==> src/design/fsq_pkg.sv <==
`timescale 1ns / 1ps
// ----------------------------------------------------------------------------
// fsq_pkg
// Shared types and constants for the single-precision square root unit.
// ----------------------------------------------------------------------------
package fsq_pkg;

  localparam logic [31:0] EXP_MASK    = 32'h7f80_0000;
  localparam logic [31:0] FRAC_MASK   = 32'h007f_ffff;
  localparam logic [31:0] QUIET_BIT   = 32'h0040_0000;
  localparam logic [31:0] DEFAULT_NAN = 32'h7fc0_0000;
  localparam logic [31:0] HALF_EXP    = 32'h3f00_0000;
  localparam logic [31:0] EXP_OFFSET  = 32'h4000_0000;

  localparam int unsigned ROOT_BITS = 25;
  localparam int unsigned IDX_W     = 5;
  localparam int unsigned REM_W     = 32;
  localparam int unsigned Q_W       = 26;

  localparam logic [IDX_W-1:0] FIRST_IDX = IDX_W'(ROOT_BITS - 1);

  localparam logic [1:0] RND_NEAREST = 2'd0;
  localparam logic [1:0] RND_TRUNC   = 2'd1;
  localparam logic [1:0] RND_UP      = 2'd2;
  localparam logic [1:0] RND_DOWN    = 2'd3;

  typedef enum logic [2:0] {
    S_IDLE,
    S_NORM,
    S_ROOT,
    S_PACK,
    S_DONE
  } fsq_state_t;

  typedef struct packed {
    logic load;
    logic step;
  } fsq_ctl_t;

endpackage

==> src/design/fsq_if.sv <==
`timescale 1ns / 1ps
// ----------------------------------------------------------------------------
// fsq_if
// Valid/ready channels of the square root unit: operand, result, config.
// ----------------------------------------------------------------------------
interface fsq_in_if;
  logic        valid;
  logic        ready;
  logic [31:0] operand_word;
  modport source (output valid, output operand_word, input ready);
  modport sink (input valid, input operand_word, output ready);
  modport monitor (input valid, input operand_word, input ready);
endinterface

interface fsq_out_if;
  logic        valid;
  logic        ready;
  logic [31:0] root_word;
  logic        invalid_flag;
  logic        inexact_flag;
  modport source (output valid, output root_word, output invalid_flag,
                  output inexact_flag, input ready);
  modport sink (input valid, input root_word, input invalid_flag,
                input inexact_flag, output ready);
  modport monitor (input valid, input root_word, input invalid_flag,
                   input inexact_flag, input ready);
endinterface

interface fsq_cfg_if;
  logic       valid;
  logic       ready;
  logic [1:0] rounding_mode;
  modport source (output valid, output rounding_mode, input ready);
  modport sink (input valid, input rounding_mode, output ready);
  modport monitor (input valid, input rounding_mode, input ready);
endinterface

==> src/design/fsq_root.sv <==
`timescale 1ns / 1ps
// ----------------------------------------------------------------------------
// fsq_root
// Restoring bit-by-bit root datapath: one compare/subtract step per cycle.
// ----------------------------------------------------------------------------
module fsq_root import fsq_pkg::*; (
  input  logic                 clk,
  input  fsq_ctl_t             ctl,
  input  logic [ROOT_BITS-1:0] mant,
  input  logic [IDX_W-1:0]     idx,
  output logic [Q_W-1:0]       q,
  output logic                 inexact
);

  logic [REM_W-1:0] rem;
  logic [REM_W-1:0] s;
  logic [REM_W-1:0] bit_val;
  logic [REM_W-1:0] t;
  logic             take;

  assign bit_val = REM_W'(1) << idx;
  assign t       = s + bit_val;
  assign take    = (t <= rem);
  assign inexact = (rem != '0);

  always_ff @(posedge clk) begin
    if (ctl.load) begin
      rem <= REM_W'({mant, 1'b0});
      s   <= '0;
      q   <= '0;
    end else if (ctl.step) begin
      // accept the trial bit when it fits, then double the remainder
      if (take) begin
        s   <= t + bit_val;
        rem <= (rem - t) << 1;
        q   <= q | Q_W'(bit_val);
      end else begin
        rem <= rem << 1;
      end
    end
  end

endmodule

==> src/design/float32_square_root_unit.sv <==
`timescale 1ns / 1ps
// ----------------------------------------------------------------------------
// float32_square_root_unit
// IEEE-754 single-precision square root with selectable rounding.
// ----------------------------------------------------------------------------
// Usage:
//   operand: one 32-bit float per transfer; ready only while the unit is idle.
//   result : root_word plus invalid and inexact flags, held in an output
//            register until the receiver takes the transfer.
//   cfg    : rounding_mode (0 nearest even, 1 truncate, 2 up, 3 acts as
//            truncate); write it only while the unit is idle.
// Sequence: special cases (zero, infinity, NaN, negative) reach the output
//   in the cycle after the operand transfer. Finite positive operands pass
//   through normalization (one shift a cycle, shifting only for subnormals;
//   the last normalization step loads the root datapath), then 25 root
//   iterations on the shared compare/subtract unit and a pack state, after
//   which the result shows in the done state.
// Throughput: a new operand is accepted only in idle, after the result
//   transfer, so only one operand is in flight at a time.
// Reset: returns to idle, drops any pending result, rounding mode to 0.
// Stall: a stalled receiver holds the result; the unit waits.
// ----------------------------------------------------------------------------
module float32_square_root_unit import fsq_pkg::*; (
  input  logic       clk,
  input  logic       rst,
  fsq_in_if.sink     operand,
  fsq_out_if.source  result,
  fsq_cfg_if.sink    cfg
);

  fsq_state_t state, state_next;
  fsq_ctl_t   ctl;

  logic [1:0]       mode;
  logic [23:0]      mant;
  logic [8:0]       e9;      // unbiased exponent + 256
  logic [IDX_W-1:0] idx;
  logic [31:0]      root_word;
  logic             invalid_flag;
  logic             inexact_flag;

  logic [Q_W-1:0]       q;
  logic                 inexact;
  logic [ROOT_BITS-1:0] core_mant;
  logic [Q_W-1:0]       q_rnd;
  logic [31:0]          packed_word;

  logic [31:0] x;
  logic        x_is_max_exp;
  logic        x_frac_nz;
  logic        x_is_zero;
  logic        x_special;

  assign x            = operand.operand_word;
  assign x_is_max_exp = ((x & EXP_MASK) == EXP_MASK);
  assign x_frac_nz    = ((x & FRAC_MASK) != '0);
  assign x_is_zero    = (x[30:0] == '0);
  assign x_special    = x_is_max_exp || x_is_zero || x[31];

  assign operand.ready = (state == S_IDLE);
  assign cfg.ready     = 1'b1;

  assign result.valid        = (state == S_DONE);
  assign result.root_word    = root_word;
  assign result.invalid_flag = invalid_flag;
  assign result.inexact_flag = inexact_flag;

  // odd exponent doubles the mantissa
  assign core_mant = e9[0] ? {mant, 1'b0} : {1'b0, mant};

  fsq_root u_root (
    .clk     (clk),
    .ctl     (ctl),
    .mant    (core_mant),
    .idx     (idx),
    .q       (q),
    .inexact (inexact)
  );

  // rounding and packing
  always_comb begin
    q_rnd = q;
    if (inexact) begin
      case (mode)
        RND_NEAREST: q_rnd = q + Q_W'(q[0]);
        RND_UP:      q_rnd = q + Q_W'(2);
        default:     q_rnd = q;
      endcase
    end
    packed_word = 32'(q_rnd >> 1) + HALF_EXP + (32'(e9[8:1]) << 23) - EXP_OFFSET;
  end

  // next state
  always_comb begin
    state_next = state;
    case (state)
      S_IDLE: begin
        if (operand.valid) state_next = x_special ? S_DONE : S_NORM;
      end
      S_NORM: begin
        if (mant[23]) state_next = S_ROOT;
      end
      S_ROOT: begin
        if (idx == '0) state_next = S_PACK;
      end
      S_PACK:  state_next = S_DONE;
      S_DONE: begin
        if (result.ready) state_next = S_IDLE;
      end
      default: state_next = S_IDLE;
    endcase
  end

  // datapath control
  always_comb begin
    ctl = '0;
    case (state)
      S_NORM:  ctl.load = mant[23];
      S_ROOT:  ctl.step = 1'b1;
      default: ctl = '0;
    endcase
  end

  always_ff @(posedge clk) begin
    if (rst) begin
      state <= S_IDLE;
      mode  <= RND_NEAREST;
    end else begin
      state <= state_next;
      if (cfg.valid) mode <= cfg.rounding_mode;
    end
  end

  always_ff @(posedge clk) begin
    case (state)
      S_IDLE: begin
        if (operand.valid) begin
          // capture; special cases resolve right away
          if (x_is_max_exp && x_frac_nz) begin
            root_word    <= x | QUIET_BIT;
            invalid_flag <= 1'b0;
          end else if (x_is_zero || (x_is_max_exp && !x[31])) begin
            root_word    <= x;
            invalid_flag <= 1'b0;
          end else begin
            root_word    <= DEFAULT_NAN;
            invalid_flag <= 1'b1;
          end
          inexact_flag <= 1'b0;
          if (x[30:23] == '0) begin
            mant <= {1'b0, x[22:0]};
            e9   <= 9'd130;
          end else begin
            mant <= {1'b1, x[22:0]};
            e9   <= 9'(x[30:23]) + 9'd129;
          end
        end
      end
      S_NORM: begin
        // shift until the hidden bit is set
        if (mant[23]) begin
          idx <= FIRST_IDX;
        end else begin
          mant <= mant << 1;
          e9   <= e9 - 9'd1;
        end
      end
      S_ROOT: begin
        if (idx != '0) idx <= idx - IDX_W'(1);
      end
      S_PACK: begin
        root_word    <= packed_word;
        invalid_flag <= 1'b0;
        inexact_flag <= inexact;
      end
      default: begin
      end
    endcase
  end

endmodule

==> src/flat_wrapper.sv <==
// flat-port wrapper written by rule: the top's interface ports become plain ports
module float32_square_root_unit_flat import fsq_pkg::*;
  (clk, rst, operand_valid, operand_operand_word, operand_ready, result_valid, result_root_word, result_invalid_flag, result_inexact_flag, result_ready, cfg_valid, cfg_rounding_mode, cfg_ready);
  fsq_in_if operand_i ();
  fsq_out_if result_i ();
  fsq_cfg_if cfg_i ();
  input  logic clk;
  input  logic rst;
  input wire logic [$bits(operand_i.valid)-1:0] operand_valid;
  input wire logic [$bits(operand_i.operand_word)-1:0] operand_operand_word;
  output wire logic [$bits(operand_i.ready)-1:0] operand_ready;
  output wire logic [$bits(result_i.valid)-1:0] result_valid;
  output wire logic [$bits(result_i.root_word)-1:0] result_root_word;
  output wire logic [$bits(result_i.invalid_flag)-1:0] result_invalid_flag;
  output wire logic [$bits(result_i.inexact_flag)-1:0] result_inexact_flag;
  input wire logic [$bits(result_i.ready)-1:0] result_ready;
  input wire logic [$bits(cfg_i.valid)-1:0] cfg_valid;
  input wire logic [$bits(cfg_i.rounding_mode)-1:0] cfg_rounding_mode;
  output wire logic [$bits(cfg_i.ready)-1:0] cfg_ready;
  assign operand_i.valid = operand_valid;
  assign operand_i.operand_word = operand_operand_word;
  assign operand_ready = operand_i.ready;
  assign result_valid = result_i.valid;
  assign result_root_word = result_i.root_word;
  assign result_invalid_flag = result_i.invalid_flag;
  assign result_inexact_flag = result_i.inexact_flag;
  assign result_i.ready = result_ready;
  assign cfg_i.valid = cfg_valid;
  assign cfg_i.rounding_mode = cfg_rounding_mode;
  assign cfg_ready = cfg_i.ready;
  float32_square_root_unit u_core (.clk(clk), .rst(rst), .operand(operand_i), .result(result_i), .cfg(cfg_i));
endmodule
==> config.mk <==
export PLATFORM = sky130hd
export DESIGN_NAME = float32_square_root_unit_flat
export DESIGN_NICKNAME = d
export VERILOG_FILES = /design/src/design/fsq_pkg.sv /design/src/design/fsq_if.sv /design/src/design/fsq_root.sv /design/src/design/float32_square_root_unit.sv /design/src/flat_wrapper.sv
export SDC_FILE = /design/constraint.sdc
export NUM_CORES = 1
export LEC_CHECK = 0
export BUFFER_PORTS_ARGS = -buffer_cell sky130_fd_sc_hd__buf_2
export CAP_MARGIN = 20
export CORE_ASPECT_RATIO = 0.5
export CORE_MARGIN = 2
export CORE_UTILIZATION = 33
export CTS_CLUSTER_DIAMETER = 80
export CTS_CLUSTER_SIZE = 40
export DETAILED_ROUTE_END_ITERATION = 12
export PLACE_DENSITY = 0.44
export SYNTH_ARGS = -nofsm -noshare
export SYNTH_HDL_FRONTEND = slang
export SYNTH_SLANG_ARGS = --single-unit
==> constraint.sdc <==
create_clock -name clk -period 12.25 [get_ports clk]
set_input_delay 2.45 -clock clk [delete_from_list [all_inputs] [get_ports clk]]
set_output_delay 2.45 -clock clk [all_outputs]
set_load 0.005 [all_outputs]
### Word-level counts from Yosys, hierarchy flattened

Cells that the tools add are included.

* register bits after elaboration: 167
* output and inout bits: 37
* word-level logic and storage cells: 98

* $add $sub $neg: 11
* $lt $le $gt $ge: 1
* equal/unequal tests: 12
* shift operators: 1
* mux-type cells: 35
* bitwise logic cells: 1
* reductions and logical operators: 24

Operator list (count)
* two-way mux 32 bit: 4
* two-way mux 26 bit: 3
* two-way mux 24 bit: 3
* adder 32 bit: 2
* one-hot mux 32 bit (2 select lines): 1
* nonzero test 32 bit: 2
* one-hot mux 26 bit (2 select lines): 1
* one-hot mux 24 bit (2 select lines): 1
* adder 32 x 31 -> 32 bit: 1
* <= comparator 32 bit: 1
* << shifter 1 x 5 -> 32 bit (first input constant): 1
* subtractor 32 x 31 -> 32 bit (second input constant): 1
* adder 25 x 30 -> 31 bit (second input constant): 1
* zero test 31 bit: 1
* subtractor 31 bit: 1
* two-way mux 9 bit: 3
* adder 26 x 1 -> 26 bit: 1
* adder 26 x 2 -> 26 bit (second input constant): 1
* OR 26 bit: 1
* two-way mux 25 bit: 1
* one-hot mux 9 bit (2 select lines): 1
* two-way mux 3 bit: 5
* one-hot mux 3 bit (5 select lines): 1
* two-way mux 5 bit: 2
* other kinds (25): 45

### Longest topological paths before layout

Gate-level depths: netlist of the first run.

* depth in word-level cells: 7
* gate-level depth with buffers: 29
* gate-level depth less buffers: 25

### Cells and area by module

A second synthesis of the first run with hierarchy kept.

* cell total of the unflattened synthesis: 1734
* area total of the unflattened synthesis: 14301.2 um^2

Modules (own cells, without submodules)
* fsq_root: instances 1, cells each 1223, area each 9273.9 um^2, seq. area each 2031.9 um^2
* float32_square_root_unit: instances 1, cells each 511, area each 5027.3 um^2, seq. area each 2262.2 um^2

### Worst setup path before layout of the first run

Ideal clock, no wire load.

* path kind: flip-flop to flip-flop
* from: register u_core.idx[4]
* to: register u_core.u_root.rem[11] (data pin)
* arrival: 5.801 ns
* slack: 6.179 ns
* stages on the path, launching flop included: 28
* buffers on the path: 5
* path through: edfxtp_1 -> clkbuf_1 -> nor3b_1 -> and2_1 -> ha_1 -> clkbuf_1 -> a31oi_1 -> a31oi_1 -> o41ai_1 -> maj3_1 -> o21ai_0 -> a31oi_1 -> o41ai_1 -> a21oi_1 -> xnor2_1 -> ha_1 -> clkbuf_1 -> nand2_1 -> or3_1 -> nor4_1 -> o21ai_0 -> nand4bb_1 -> and2_1 -> clkbuf_1 -> buf_2 -> nor2_1 -> a211oi_1 -> a21oi_1

* word-level cells in the longest chain between the ends: 6
* elaborated cells between the ends (all ways): 7

Ends and longest elaborated chain
* start, declared: RTL line float32_square_root_unit.sv:37 `logic [IDX_W-1:0] idx;`
* start signal, assigned: RTL line float32_square_root_unit.sv:169 `if (idx != '0) idx <= idx - IDX_W'(1);`
* << shifter 1 x 5 -> 32 bit *: RTL line fsq_root.sv:21 `assign bit_val = REM_W'(1) << idx;`
* adder 32 bit *: RTL line fsq_root.sv:22 `assign t = s + bit_val;`
* subtractor 31 bit or <= comparator 32 bit (tied branches): RTL line fsq_root.sv:35, fsq_root.sv:23
* two-way mux 32 bit *: RTL line fsq_root.sv:33 `if (take) begin`
* two-way mux 26 bit *: RTL line fsq_root.sv:31 `end else if (ctl.step) begin`
* two-way mux 26 bit *: RTL line fsq_root.sv:27 `if (ctl.load) begin`
* end signal, assigned: RTL line fsq_root.sv:28 `rem <= REM_W'({mant, 1'b0});`
* end signal, assigned: RTL line fsq_root.sv:35 `rem <= (rem - t) << 1;`
* end signal, assigned: RTL line fsq_root.sv:38 `rem <= rem << 1;`
* end, declared: RTL line fsq_root.sv:15 `logic [REM_W-1:0] rem;`

Mark *: on every way between the ends. The rest lies on a longest branch, timed or not. The select of a mux whose other input is x is not followed.
A chain may end at the register's enable or synchronous reset.

### Worst setup path in the final report of the first run

* from: register u_core.idx[4]
* to: register u_core.u_root.s[31]

* word-level cells in the longest chain between the ends: 4
* elaborated cells between the ends (all ways): 5

Ends and longest elaborated chain
* << shifter 1 x 5 -> 32 bit *: RTL line fsq_root.sv:21
* adder 32 bit: RTL line fsq_root.sv:22
* <= comparator 32 bit: RTL line fsq_root.sv:23 `assign take = (t <= rem);`
* AND reduction 2 bit (no source line)
* end signal, assigned: RTL line fsq_root.sv:34 `s <= t + bit_val;`
* end, declared: RTL line fsq_root.sv:16 `logic [REM_W-1:0] s;`

Mark *: on every way between the ends. The rest lies on a longest branch, timed or not.

==> results of run 1 <==
## worst min-delay path by stage
stage / to / cells after the start
finish: u_core.u_root.s[3]$_SDFFE_PP0P_ / 2
global route: u_core.u_root.s[17]$_SDFFE_PP0P_ / 2
CTS: u_core.u_root.s[3]$_SDFFE_PP0P_ / 2
detailed placement: u_core.u_root.s[3]$_SDFFE_PP0P_ / 2
global placement: u_core.u_root.s[17]$_SDFFE_PP0P_ / 2
floorplan: u_core.u_root.s[3]$_SDFFE_PP0P_ / 2
## worst max-delay path, cell delays in order, from the launching register on
cell,delay (ns)
edfxtp_1,0.60
nor3b_1,0.92
and2_1,0.27
ha_1,0.31
a21oi_1,0.22
nand2_1,0.08
o41ai_1,0.63
maj3_1,0.29
o21ai_0,0.17
a31oi_1,0.31
o41ai_1,0.14
a21oi_1,0.28
xnor2_1,0.16
ha_1,0.44
nand2_1,0.13
or3_1,0.42
nor4_1,0.53
o21ai_0,0.27
nand4bb_1,0.27
nand2_1,0.56
nand2_1,0.20
buf_4,0.41
o211ai_1,0.16
o31ai_1,0.10
## sequential cells by signal, summed over array words and instances, names as in the netlist
signal / count
u_core.result.invalid_flag: 1
u_core.idx: 5
u_core.mode: 2
u_core.result.inexact_flag: 1
u_core.u_root.s: 32
u_core.state: 3
u_core.result.root_word: 32
u_core.u_root.rem: 31
u_core.u_root.q: 26
u_core.mant: 24
u_core.e9: 9
## stage by stage
step | std cells | hold slack [ns]
detailed placement | 2299 | 0.458
floorplan | 1716 | 0.436
finish | 2332 | 0.466
global route | 2332 | 0.488
global placement | 2299 | 0.451
CTS | 2331 | 0.468
## cells by family (layout without fill, tap and decap cells)
group	Yosys count	after routing	share of synthesized area, %
muxes	25	25	1.78
AOI/OAI and AO/OA	479	479	21.3
other	1	1	0.0267
buffers and inverters	182	221	5.08
adders and majority gates	152	152	13.7
and+or+nand+nor	585	585	19.8
DFF	166	166	30.5
xor gates and xnor gates	126	126	7.84
## power by group
group          leakage [nW]  switching (mW)  total (mW)  internal (mW)
logic                  4.82            1.46        2.40          0.934
clock network         0.288           0.293       0.567          0.274
registers              1.46           0.171        1.02          0.845
## Yosys cell counts (19+ instances only)
| master | instances |
|---|---|
| xor2_1 | 61 |
| inv_1 | 101 |
| a211oi_1 | 30 |
| a21o_1 | 48 |
| clkbuf_1 | 65 |
| nor2b_1 | 19 |
| mux2i_1 | 25 |
| xnor2_1 | 65 |
| ha_1 | 146 |
| and2_1 | 36 |
| dfxtp_1 | 69 |
| a21oi_1 | 149 |
| nand2_1 | 199 |
| o21ai_0 | 105 |
| a31oi_1 | 35 |
| nor3_1 | 39 |
| nand3_1 | 40 |
| and3_1 | 21 |
| edfxtp_1 | 97 |
| nor2_1 | 143 |
## cells in the final DEF, fill, tap and decap left out, drive strengths merged, types with 6 or more instances in the layout
cell / instances
nand2: 199
a21oi: 150
ha: 146
nor2: 143
inv: 110
o21ai: 105
edfxtp: 97
buf: 88
dfxtp: 69
xnor2: 65
xor2: 61
a21o: 48
nand3: 40
nor3: 40
and2: 36
a31oi: 35
a211oi: 30
mux2i: 25
and3: 21
nor2b: 19
clkbuf: 18
nor4: 17
nand4: 16
o22ai: 16
o211ai: 12
o21a: 11
nand2b: 11
o21bai: 10
a2111oi: 10
or3: 9
nor3b: 7
or2: 6
## area by class of cell
cell class                      instances  area [um2]
Clock buffer                           18         429
Multi-Input combinational cell       1368        9080
Timing Repair Buffer                   88         495
Clock inverter                         14         151
Inverter                              101         379
Sequential cell                       166        4290
Tap cell                              577         722
Fill cell                            4415       26500
## layer usage
layer / global-route usage [%] / vias to the layer above / share of wire (%)
met2: 34.1 / 297 / 44
met3: 3.79 / 59 / 4.8
met1: 30.6 / 6146 / 49
met4: 6.52 / 0 / 2.3
met5: 0 / - / 0
li1: - / 6206 / -
==> run summary, run 1 <==
The effective utilization at floorplan is 33.5%. The overall overflow remaining after global route is 0. Of all flip-flops after synthesis, the portion carrying an async set or reset was 0%.

The reg-to-reg startpoint is u_core.idx[4]$_SDFFCE_PN1P_. The start point of the critical path is u_core.idx[4]$_SDFFCE_PN1P_. The design draws 3.98 mW. The power density of the placed cells is 256 nW/um2. The clock sink count came out at 166. Averaged over all synthesized cells, the footprint is 8.20 um2. The sum of negative setup slack is 0 ns. The routed length per placed instance came out at 20.6 um. For this run, the total global-route usage over all layers was measured as 21.8%. Timing analysis after detailed placement gives a worst setup slack of 4.43 ns. Measured against its own limit, the worst slew margin works out to 30.8%. The element type at the critical path end is a flop.

The horizontal die dimension is 296 um. Subtracting the final worst setup slack from the clock period gives 7.96 ns. VDD sags by at most 0.159 mV. The area of all placed cells without fillers came out at 15500 um2. The max-slew violation count is 0. The first-pass GRT wire length is 73200 um. Setup repair after global routing left no endpoint under its margin. The number of buffers created by CTS is 17. Cells fill 37.0% of the core in the end.

The synthesis warning total is 0. The worst path setup slack after routing came out at 4.29 ns. The worst-margin pin slew is 1.04 ns. The number of I/O pins is 76.

The arrival time reported for the critical path endpoint came out at 8.33 ns. The setup path with the least slack is of type flop to flop. The area share of the leading cell type in the synthesized netlist came out at 20.7%. Summing every instance area after synthesis gives 14100 um2. The total cell area at the placement stage is 14900 um2. The run finished with clean final reports. The minimum setup slack among reg-to-reg paths is 4.29 ns. Compared with the post-synthesis result, the final layout area differs by 10.5%. The floorplan step defined a core boundary enclosing 42000 um2. In this run the worst path has a maximum fanout of 30. The post-cts hold buffer count is 0.

The DRC violations left is 0. The highest clock rate is 0.126 GHz. The pin count of the biggest net entering global routing is 58. The TritonCTS clock tree is built. Input and output buffers added on the ports amount to 74.

The clock tree synthesis step divided the H-tree into 4 levels. The max-cap violation count came out at 0. The number of antenna violations at the first check in global routing came to 0.

The synthesized net count came out at 1905. The number of library cell types mapped by synthesis is 79. The worst clock skew came out at 0.0261 ns. The number of diodes is 0. The first detailed-routing pass ran for 5 iterations. The required time at the endpoint of the critical path came out at 12.63 ns. The total vias in the final route is 12700.

The placed wire-length estimate is 37200 um. The startpoint type of the worst setup path is a flop. The most critical setup path has its endpoint at u_core.u_root.s[31]$_SDFFE_PP0P_. For this run, the leading register cell type out of synthesis is edfxtp_1. The final weighted congestion in routability-driven placement is 0.922. The flop and latch count out of synthesis is 166.

Setup violations remaining at the end of the flow were counted as 0. The final cycle utilization of the critical path is 65.0%. The total wire length came out at 47900 um. The CTS root buffer is clkbuf_16. The number of cell rows came out at 53. The biggest area contributor in the post-synthesis netlist is edfxtp_1. Yosys mapped a number of flops with a built-in enable equal to 97.

The clock slew at the register clock pins of the worst setup and hold paths is 0.09 ns. For this run, the post-layout net count is 1931. The area of the die is 44400 um2. Using the TritonRoute via totals, the vias-per-cell ratio works out to 5.45. In the synthesized netlist, the number of instances is 1716. The floorplan die height came out at 150 um. The total of cells resized after clock tree synthesis came out at 0. The count of nets left with antenna violations once routing finished came out at 0. The buffer depth of the longest clock path is 2. The via count of the first global-routing pass was 12400. The leakage power of the design came out at 6.57 nW. Summing the sequential cell areas from Yosys gives 30.5% of the chip area. The share of layout cells above drive strength 1 is 7.98%. For the worst flop-to-flop path, the logic depth is 23. The class of the worst hold path is flop to flop. The number of buffers inserted by post-CTS setup repair is 0. The final number of hold-violating endpoints is 0. The count of routing violations after the opening detailed-route iteration came out at 1007. The worst hold path begins at u_core.u_root.s[3]$_SDFFE_PP0P_. Sorting the synthesized cells by area gives the leading types as edfxtp_1, ha_1, dfxtp_1. The worst register-to-register path ends at u_core.u_root.s[31]$_SDFFE_PP0P_. The later pin in the worst-skew pair is clocked with a latency of 0.47 ns.
(Power assumes the default switching activity.)
==> run 2: changes to the inputs <==
--- a/config.mk
+++ b/config.mk
@@ -13,7 +13,7 @@
 export CTS_CLUSTER_DIAMETER = 80
 export CTS_CLUSTER_SIZE = 40
 export DETAILED_ROUTE_END_ITERATION = 12
-export PLACE_DENSITY = 0.44
+export PLACE_DENSITY = 0.46
 export SYNTH_ARGS = -nofsm -noshare
 export SYNTH_HDL_FRONTEND = slang
 export SYNTH_SLANG_ARGS = --single-unit
==> constraint.sdc (replaced) <==
create_clock -name clk -period 6.7 [get_ports clk]
set_input_delay 1.34 -clock clk [delete_from_list [all_inputs] [get_ports clk]]
set_output_delay 1.34 -clock clk [all_outputs]
set_load 0.005 [all_outputs]
==> run 2 against run 1 <==
  * Worst hold slack better by 0.0037 ns
  * Sequential power is 83% higher
  * Via count is 1.1% lower
  * Cell area is 2.5% higher
  * Flip-flop and latch count stayed put
  * Global-route usage hardly changed
  * Largest cell class unchanged
==> run summary, run 2 (synthesis gave the netlist of run 1 again) <==
The proportion of power drawn by combinational gates was 60.7% (was 60.2%). The count of routing violations after the opening detailed-route iteration is 882 (was 1007). The switching share of power is 47.5% (was 48.4%). The sum of negative setup slack is 0 ns (unchanged). The effective utilization at floorplan came to 33.5% (unchanged). The clock sink count is 166 (unchanged).

The final number of hold-violating endpoints came out at 0 (unchanged). The total wire length is 47600 um (was 47900 um). The total vias in the final route was 12600 (was 12700). The post-detailed-route count of antenna-violating nets is 0 (unchanged). The worst stage delay on the critical path came out at 0.46 ns (was 0.92 ns).

The global routing usage on met1 came out at 31.2% (was 30.6%). The routed length per placed instance is 20.1 um (was 20.6 um). The number of I/O pins came out at 76 (unchanged). Run status: completed (unchanged). The final cycle utilization of the critical path came to 95.9% (was 65.0%). The clock share of power is 14.3% (was 14.2%). The worst hold-check slack is 0.469 ns (was 0.466 ns).

The worst slack after detailed placement came out at 0.142 ns (was 4.43 ns). The highest clock rate came to 0.156 GHz (was 0.126 GHz). The overall overflow remaining after global route is 0 (unchanged). The area of the core is 42000 um2 (unchanged). The area of the die came out at 44400 um2 (unchanged). The maximum level of the CTS H-tree is 4 (unchanged). The DRC violations left came to 0 (unchanged). The number of buffers created by CTS came out at 17 (unchanged).

The count of input and output buffers came out at 74 (unchanged). The buffer depth of the longest clock path is 2 (unchanged). The worst clock skew is 0.0278 ns (was 0.0261 ns).

The number of nets in the finished design was 1969 (was 1931). The max-slew violation count was 0 (unchanged). The startpoint type of the worst setup path is a flop (unchanged).

The start-to-end type of the worst setup path was flop to flop (unchanged). The top cell family by delay on the critical path is simple AND/OR/NAND/NOR gates (unchanged). The first-pass GRT wire length is 73200 um (about the same). The number of optimization iterations in the first detailed-route pass is 7 (was 5). The number of cell rows is 53 (unchanged).

Setup repair after global routing missed its margin: yes (was no). The number of diodes was 0 (unchanged). The relative slew slack was 34.9% (was 30.8%). The met2 track utilization from global routing is 34.7% (was 34.1%).

The most heavily used metal layer in global routing was met2 (unchanged). The commonest non-fill, non-tap cell in the layout is nand2_1 (unchanged). The clock insertion delay at the later pin of the skew report is 0.47 ns (about the same). The number of buffers and inverters on the critical path is 3 (was 1). The pin count of the biggest net entering global routing was 78 (was 58). The relative contribution of sequential cells to total power is 25.0% (was 25.5%). The power density of the placed cells is 469 nW/um2 (was 256 nW/um2). The CTS root buffer was clkbuf_16 (unchanged). The via count of the first global-routing pass is 12000 (was 12400). The design internal power is 3.92 mW (was 2.05 mW). The max-cap violation count is 0 (unchanged). The arrival time reported for the critical path endpoint came to 6.77 ns (was 8.33 ns). Registers with the most flip-flops: u_core.result.root_word: 32 flops, u_core.u_root.s: 32 flops, u_core.u_root.rem: 31 flops (unchanged). The leakage power of the design came to 6.79 nW (was 6.57 nW). The placed wire-length estimate is 36400 um (was 37200 um).

The endpoint of the worst hold path is u_core.u_root.s[3]$_SDFFE_PP0P_ (unchanged). The cell depth of the worst flop-to-flop path is 25 (was 23). The met3 track demand over resource came out at 3.12% (was 3.79%). The most used cell along the critical path was ha_1 (was nand2_1).

The TritonCTS clock tree was built (unchanged). The master of the slowest instance on the critical path is edfxtp_1 (was nor3b_1). The element type at the critical path end is a flop (unchanged).

The area overhead of the layout relative to synthesis came to 13.3% (was 10.5%). The number of antenna violations at the first check in global routing is 1 (was 0). The worst path setup slack after routing is 0.275 ns (was 4.29 ns).

The net switching component of the power came out at 3.55 mW (was 1.93 mW). The required time at the endpoint of the critical path is 7.04 ns (was 12.63 ns). The worst-margin pin slew is 0.976 ns (was 1.04 ns). The launch instance of the worst min-delay path is u_core.u_root.s[3]$_SDFFE_PP0P_ (unchanged). Commonest non-fill, non-tap cells in the layout: nand2_1, a21oi_1, ha_1 (unchanged). The capture instance of the worst register-to-register path is u_core.u_root.rem[30]$_SDFFE_PP0P_ (was u_core.u_root.s[31]$_SDFFE_PP0P_). The count of final setup violators came to 0 (unchanged).

The worst hold path depth came out at 2 (unchanged). The minimum setup slack among reg-to-reg paths was 0.28 ns (was 4.29 ns). The largest fanout on the critical path is 9 (was 30). The post-detailed-route via-to-cell ratio came out at 5.30 (was 5.45). The final weighted congestion in routability-driven placement came to 0.845 (was 0.922). The class of the worst hold path is flop to flop (unchanged).

The horizontal die dimension came out at 296 um (unchanged). The final critical delay including setup and external delays came out at 6.42 ns (was 7.96 ns). The floorplan die height came out at 150 um (unchanged). The share of layout cells above drive strength 1 is 10.3% (was 7.98%). The reg-to-reg startpoint was u_core.idx[0]$_SDFFCE_PN0P_ (was u_core.idx[4]$_SDFFCE_PN1P_). The overall fraction of global-route tracks in use came out at 21.8% (about the same). The clock slew at the register clock pins of the worst setup and hold paths came out at 0.08 ns (was 0.09 ns). The peak supply drop was 0.278 mV (was 0.159 mV).
==> run 2: cell types whose count changed in the layout (fill, tap and decap cells not counted), sizes merged <==
cell | previous run | this run
clkbuf | 18 | 17
inv | 110 | 109
bufinv | 0 | 1
clkinv | 5 | 6
buf | 88 | 126
==> run 2: area by class of cell <==
class	instances	area, um2
fillers	4444	26100
flip-flops and latches	166	4290
clock inverters	15	183
inverters	101	379
repair buffers	126	811
multi-input cells	1368	9130
well taps	577	722
clock buffers	17	425
==> run 2: worst max path at each step <==
stage,start,end,slack (ns),cells after the start
after floorplan,u_core.idx[4]$_SDFFCE_PN1P_,u_core.u_root.rem[11]$_DFFE_PP_,0.63,27
after global placement,u_core.idx[2]$_SDFFCE_PN0P_,u_core.u_root.rem[30]$_SDFFE_PP0P_,0.17,24
after detailed placement,u_core.idx[2]$_SDFFCE_PN0P_,u_core.u_root.rem[30]$_SDFFE_PP0P_,0.14,24
after CTS,u_core.idx[2]$_SDFFCE_PN0P_,u_core.u_root.rem[30]$_SDFFE_PP0P_,0.14,24
after global routing,u_core.idx[2]$_SDFFCE_PN0P_,u_core.u_root.rem[18]$_DFFE_PP_,-0.02,24
final,u_core.idx[0]$_SDFFCE_PN0P_,u_core.u_root.rem[30]$_SDFFE_PP0P_,0.28,25
==> run 2: layer usage <==
metal	up-vias	routed length (um)	share of wire (%)
li1	6289	-	-
met1	6007	24000	50
met2	243	21200	45
met3	33	1760	3.7
met4	0	654	1.4
met5	-	0	0
==> run 2: worst reg2reg max path, cell delays in order, from the launching register on <==
cell       delay (ns)
edfxtp_1         0.46
inv_1            0.14
ha_1             0.18
buf_4            0.20
and3_4           0.23
ha_1             0.25
a2111o_1         0.40
a31oi_1          0.22
o31ai_1          0.15
or3_1            0.37
nor3_4           0.18
nor3_1           0.10
or3_4            0.40
and4_4           0.19
or3_1            0.40
ha_1             0.21
a2111oi_0        0.33
o21ai_0          0.15
a311oi_1         0.32
nor2_1           0.16
nand4bb_2        0.31
and2_1           0.24
buf_4            0.18
nor3_1           0.20
a211oi_1         0.06
a221o_1          0.28
==> run 2: stage by stage <==
step | utilization [%] | instance area (um2) | instances | total power [mW]
6_report | 37.9 | 15900 | 2370 | 7.48
5_1_grt | 37.9 | 15900 | 2370 | 8.11
3_5_place_dp | 36.3 | 15300 | 2336 | 6.37
4_1_cts | 37.8 | 15900 | 2368 | 7.48
2_1_floorplan | - | 14100 | 1716 | 5.05
3_3_place_gp | 36.3 | 15300 | 2336 | 6.40
==> run 2: power by group through the flow <==
stage                     logic, mW  clock network [mW]  registers (mW)
after floorplan                3.31                   0            1.74
after global placement         4.51                   0            1.89
after detailed placement       4.49                   0            1.89
after CTS                      4.52                1.09            1.87
after global routing           5.07                1.13            1.90
final                          4.54                1.07            1.87
==> run 2: timing repair <==
action                                  4_1_cts  5_1_grt
hold buffers                                  0        0
endpoints found under the setup margin        0       62
gates resized for setup                       0        9
endpoints found under the hold margin         0        0
buffers inserted                              0        2
==> run 3: changes to the inputs <==
--- a/config.mk
+++ b/config.mk
@@ -13,7 +13,7 @@
 export CTS_CLUSTER_DIAMETER = 80
 export CTS_CLUSTER_SIZE = 40
 export DETAILED_ROUTE_END_ITERATION = 12
-export PLACE_DENSITY = 0.46
+export PLACE_DENSITY = 0.6
 export SYNTH_ARGS = -nofsm -noshare
 export SYNTH_HDL_FRONTEND = slang
 export SYNTH_SLANG_ARGS = --single-unit
==> run 3 against run 2 <==
  * Combinational power about the same
  * Die area did not move
  * Power shrank 0.80%
  * Largest power group unchanged
  * Highest routed layer unchanged
  * First-iteration DRC count grew 20%
  * Global-route usage is 2.0 points lower
  * Setup slack gained 0.046 ns
  * Core utilization fell by 0.16 points
==> run summary, run 3 (synthesis gave the netlist of run 1 again) <==
The placed wire-length estimate came out at 34200 um (was 36400 um). The startpoint type of the worst setup path is a flop (unchanged). The effective utilization at floorplan came out at 33.5% (unchanged).

The count of input and output buffers is 74 (unchanged). The first-pass GRT wire length came out at 67200 um (was 73200 um). The worst stage delay on the critical path is 0.43 ns (was 0.46 ns). The floorplan die height came out at 150 um (unchanged).

Commonest non-fill, non-tap cells in the layout: nand2_1, a21oi_1, ha_1 (unchanged). The number of cell rows is 53 (unchanged). The max-cap violation count is 0 (unchanged).

The maximum level of the CTS H-tree is 4 (unchanged). The met2 track utilization from global routing was 30.7% (was 34.7%). The worst clock skew came out at 0.0135 ns (was 0.0278 ns). The area of the die was 44400 um2 (unchanged). The via count of the first global-routing pass came out at 11700 (was 12000).

The largest fanout on the critical path is 8 (was 9). The post-detailed-route via-to-cell ratio was 5.43 (was 5.30). The number of antenna violations at the first check in global routing came out at 0 (was 1). The depth of the critical timing path with buffers and inverters included came out at 24 (was 25). The class of the worst hold path is flop to flop (unchanged). The power density of the placed cells is 467 nW/um2 (was 469 nW/um2). The overall fraction of global-route tracks in use is 19.8% (was 21.8%).

The number of nets in the finished design is 1961 (was 1969). The start-to-end type of the worst setup path is flop to flop (unchanged). The number of buffers and inverters on the critical path came out at 2 (was 3). The met3 track demand over resource came out at 4.05% (was 3.12%). The TritonCTS clock tree is built (unchanged). The total vias in the final route came out at 12800 (was 12600). The worst-margin pin slew came to 0.950 ns (was 0.976 ns). The final weighted congestion in routability-driven placement came out at 0.950 (was 0.845). The final number of hold-violating endpoints came to 0 (unchanged). The clock insertion delay at the later pin of the skew report was 0.47 ns (about the same).

The DRC violations left came to 0 (unchanged). The required time at the endpoint of the critical path is 7.05 ns (was 7.04 ns). The global routing usage on met1 came out at 27.0% (was 31.2%). The horizontal die dimension is 296 um (unchanged). The max-slew violation count came out at 0 (unchanged). The worst hold path depth came out at 2 (unchanged). The most heavily used metal layer in global routing is met2 (unchanged).

The post-cts hold buffer count came to 0 (unchanged). The area overhead of the layout relative to synthesis was 12.8% (was 13.3%). The number of buffers inserted by post-CTS setup repair was 0 (unchanged). The clock slew at the register clock pins of the worst setup and hold paths came out at 0.07 ns (was 0.08 ns). The buffer depth of the longest clock path came out at 2 (unchanged). The top cell family by delay on the critical path is simple AND/OR/NAND/NOR gates (unchanged).

The master of the slowest instance on the critical path is edfxtp_1 (unchanged). The peak supply drop is 0.270 mV (was 0.278 mV). The number of diodes came out at 0 (unchanged). Run status: completed (unchanged).

The final core utilization is 37.8% (was 37.9%). The overall overflow remaining after global route is 0 (unchanged). The number of I/O pins came out at 76 (unchanged). The routed length per placed instance came out at 18.6 um (was 20.1 um). The area of the core came to 42000 um2 (unchanged). The leakage power of the design came out at 6.75 nW (was 6.79 nW). The post-detailed-route count of antenna-violating nets came out at 0 (unchanged). The share of layout cells above drive strength 1 is 10.1% (was 10.3%). The number of buffers created by CTS is 17 (unchanged). The count of routing violations after the opening detailed-route iteration came out at 1056 (was 882).

The element type at the critical path end is a flop (unchanged). The final cycle utilization of the critical path came to 95.2% (was 95.9%). Registers with the most flip-flops: u_core.result.root_word: 32 flops, u_core.u_root.s: 32 flops, u_core.u_root.rem: 31 flops (unchanged).

The clock sink count came out at 166 (unchanged). The cell depth of the worst flop-to-flop path is 24 (was 25). The relative slew slack came out at 36.4% (was 34.9%).

The arrival time reported for the critical path endpoint is 6.73 ns (was 6.77 ns). Traced cell by cell, the critical path runs through buf_4, nor2_1, and3_1, ha_1, a2111o_1, a31oi_1, o31ai_1, or3_1, nor3_2, nor3_1, or3_4, and4_4, or3_1, ha_1, a2111oi_0, o21ai_0, a311oi_1, nor2_1, nand4bb_2, and2_1, buf_4, nor3_1, a211oi_1, a221o_1. The commonest non-fill, non-tap cell in the layout is nand2_1 (unchanged). The highest clock rate came to 0.157 GHz (was 0.156 GHz).

The number of optimization iterations in the first detailed-route pass came to 5 (was 7). The count of final setup violators came out at 0 (unchanged). The CTS root buffer is clkbuf_16 (unchanged). The total of cells resized after clock tree synthesis came out at 0 (unchanged). The number of filler instances in the final layout came to 4379 (was 4444). The final critical delay including setup and external delays was 6.38 ns (was 6.42 ns). The pin count of the biggest net entering global routing came out at 78 (unchanged). The total wire length was 44000 um (was 47600 um). The total power after layout is 7.42 mW (was 7.48 mW).
[run 3: cell types whose count changed in the layout (fill, tap and decap cells not counted), sizes merged]
cell and change:
inv -1, buf -8, clkbuf +2, clkinv -1
[run 3: through the flow]
stage	setup TNS (ns)	instance area, um2	cells	hold slack (ns)	setup WS (ns)
2_1_floorplan	0	14100	1716	0.436	0.629
3_3_place_gp	0	15200	2329	0.455	0.207
3_5_place_dp	0	15200	2330	0.457	0.122
4_1_cts	0	15800	2362	0.465	0.0951
5_1_grt	-0.0185	15900	2362	0.494	-0.0141
6_report	0	15900	2362	0.462	0.322
[run 3: layer usage]
layer,up-vias,wire length (um)
met1,6116,20600
met4,0,1350
met5,-,0
met2,353,19400
met3,67,2630
li1,6288,-
[run 3: path summary, 6_finish.rpt]
| path | end | slack (ns) | start |
|---|---|---|---|
| max reg2reg | u_core.u_root.rem[30]$_SDFFE_PP0P_ | 0.32 | u_core.idx[2]$_SDFFCE_PN0P_ |
| min reg2reg | u_core.u_root.s[5]$_SDFFE_PP0P_ | 0.46 | u_core.u_root.s[5]$_SDFFE_PP0P_ |
| max | u_core.u_root.rem[30]$_SDFFE_PP0P_ | 0.32 | u_core.idx[2]$_SDFFCE_PN0P_ |
| min | u_core.u_root.s[5]$_SDFFE_PP0P_ | 0.46 | u_core.u_root.s[5]$_SDFFE_PP0P_ |
[run 3: tightest hold or removal path, delay by kind of cell (launching register included)]
family,cells,cell delay [ns]
AOI/OAI and AO/OA,1,0.05
DFF,1,0.32
and+or+nand+nor,1,0.05
[run 3: area by class of cell]
class	instances	area, um2	share of cell area [%]
multi-input cells	1368	9130	57.5
clock inverters	13	135	0.851
repair buffers	118	771	4.85
well taps	577	722	4.55
flip-flops and latches	166	4290	27.0
inverters	101	379	2.39
clock buffers	19	443	2.79
[run 3: power by group]
group | internal (mW) | total [mW] | switching, mW
sequential | 1.55 | 1.87 | 0.324
combinational | 1.84 | 4.52 | 2.67
clock | 0.535 | 1.03 | 0.495
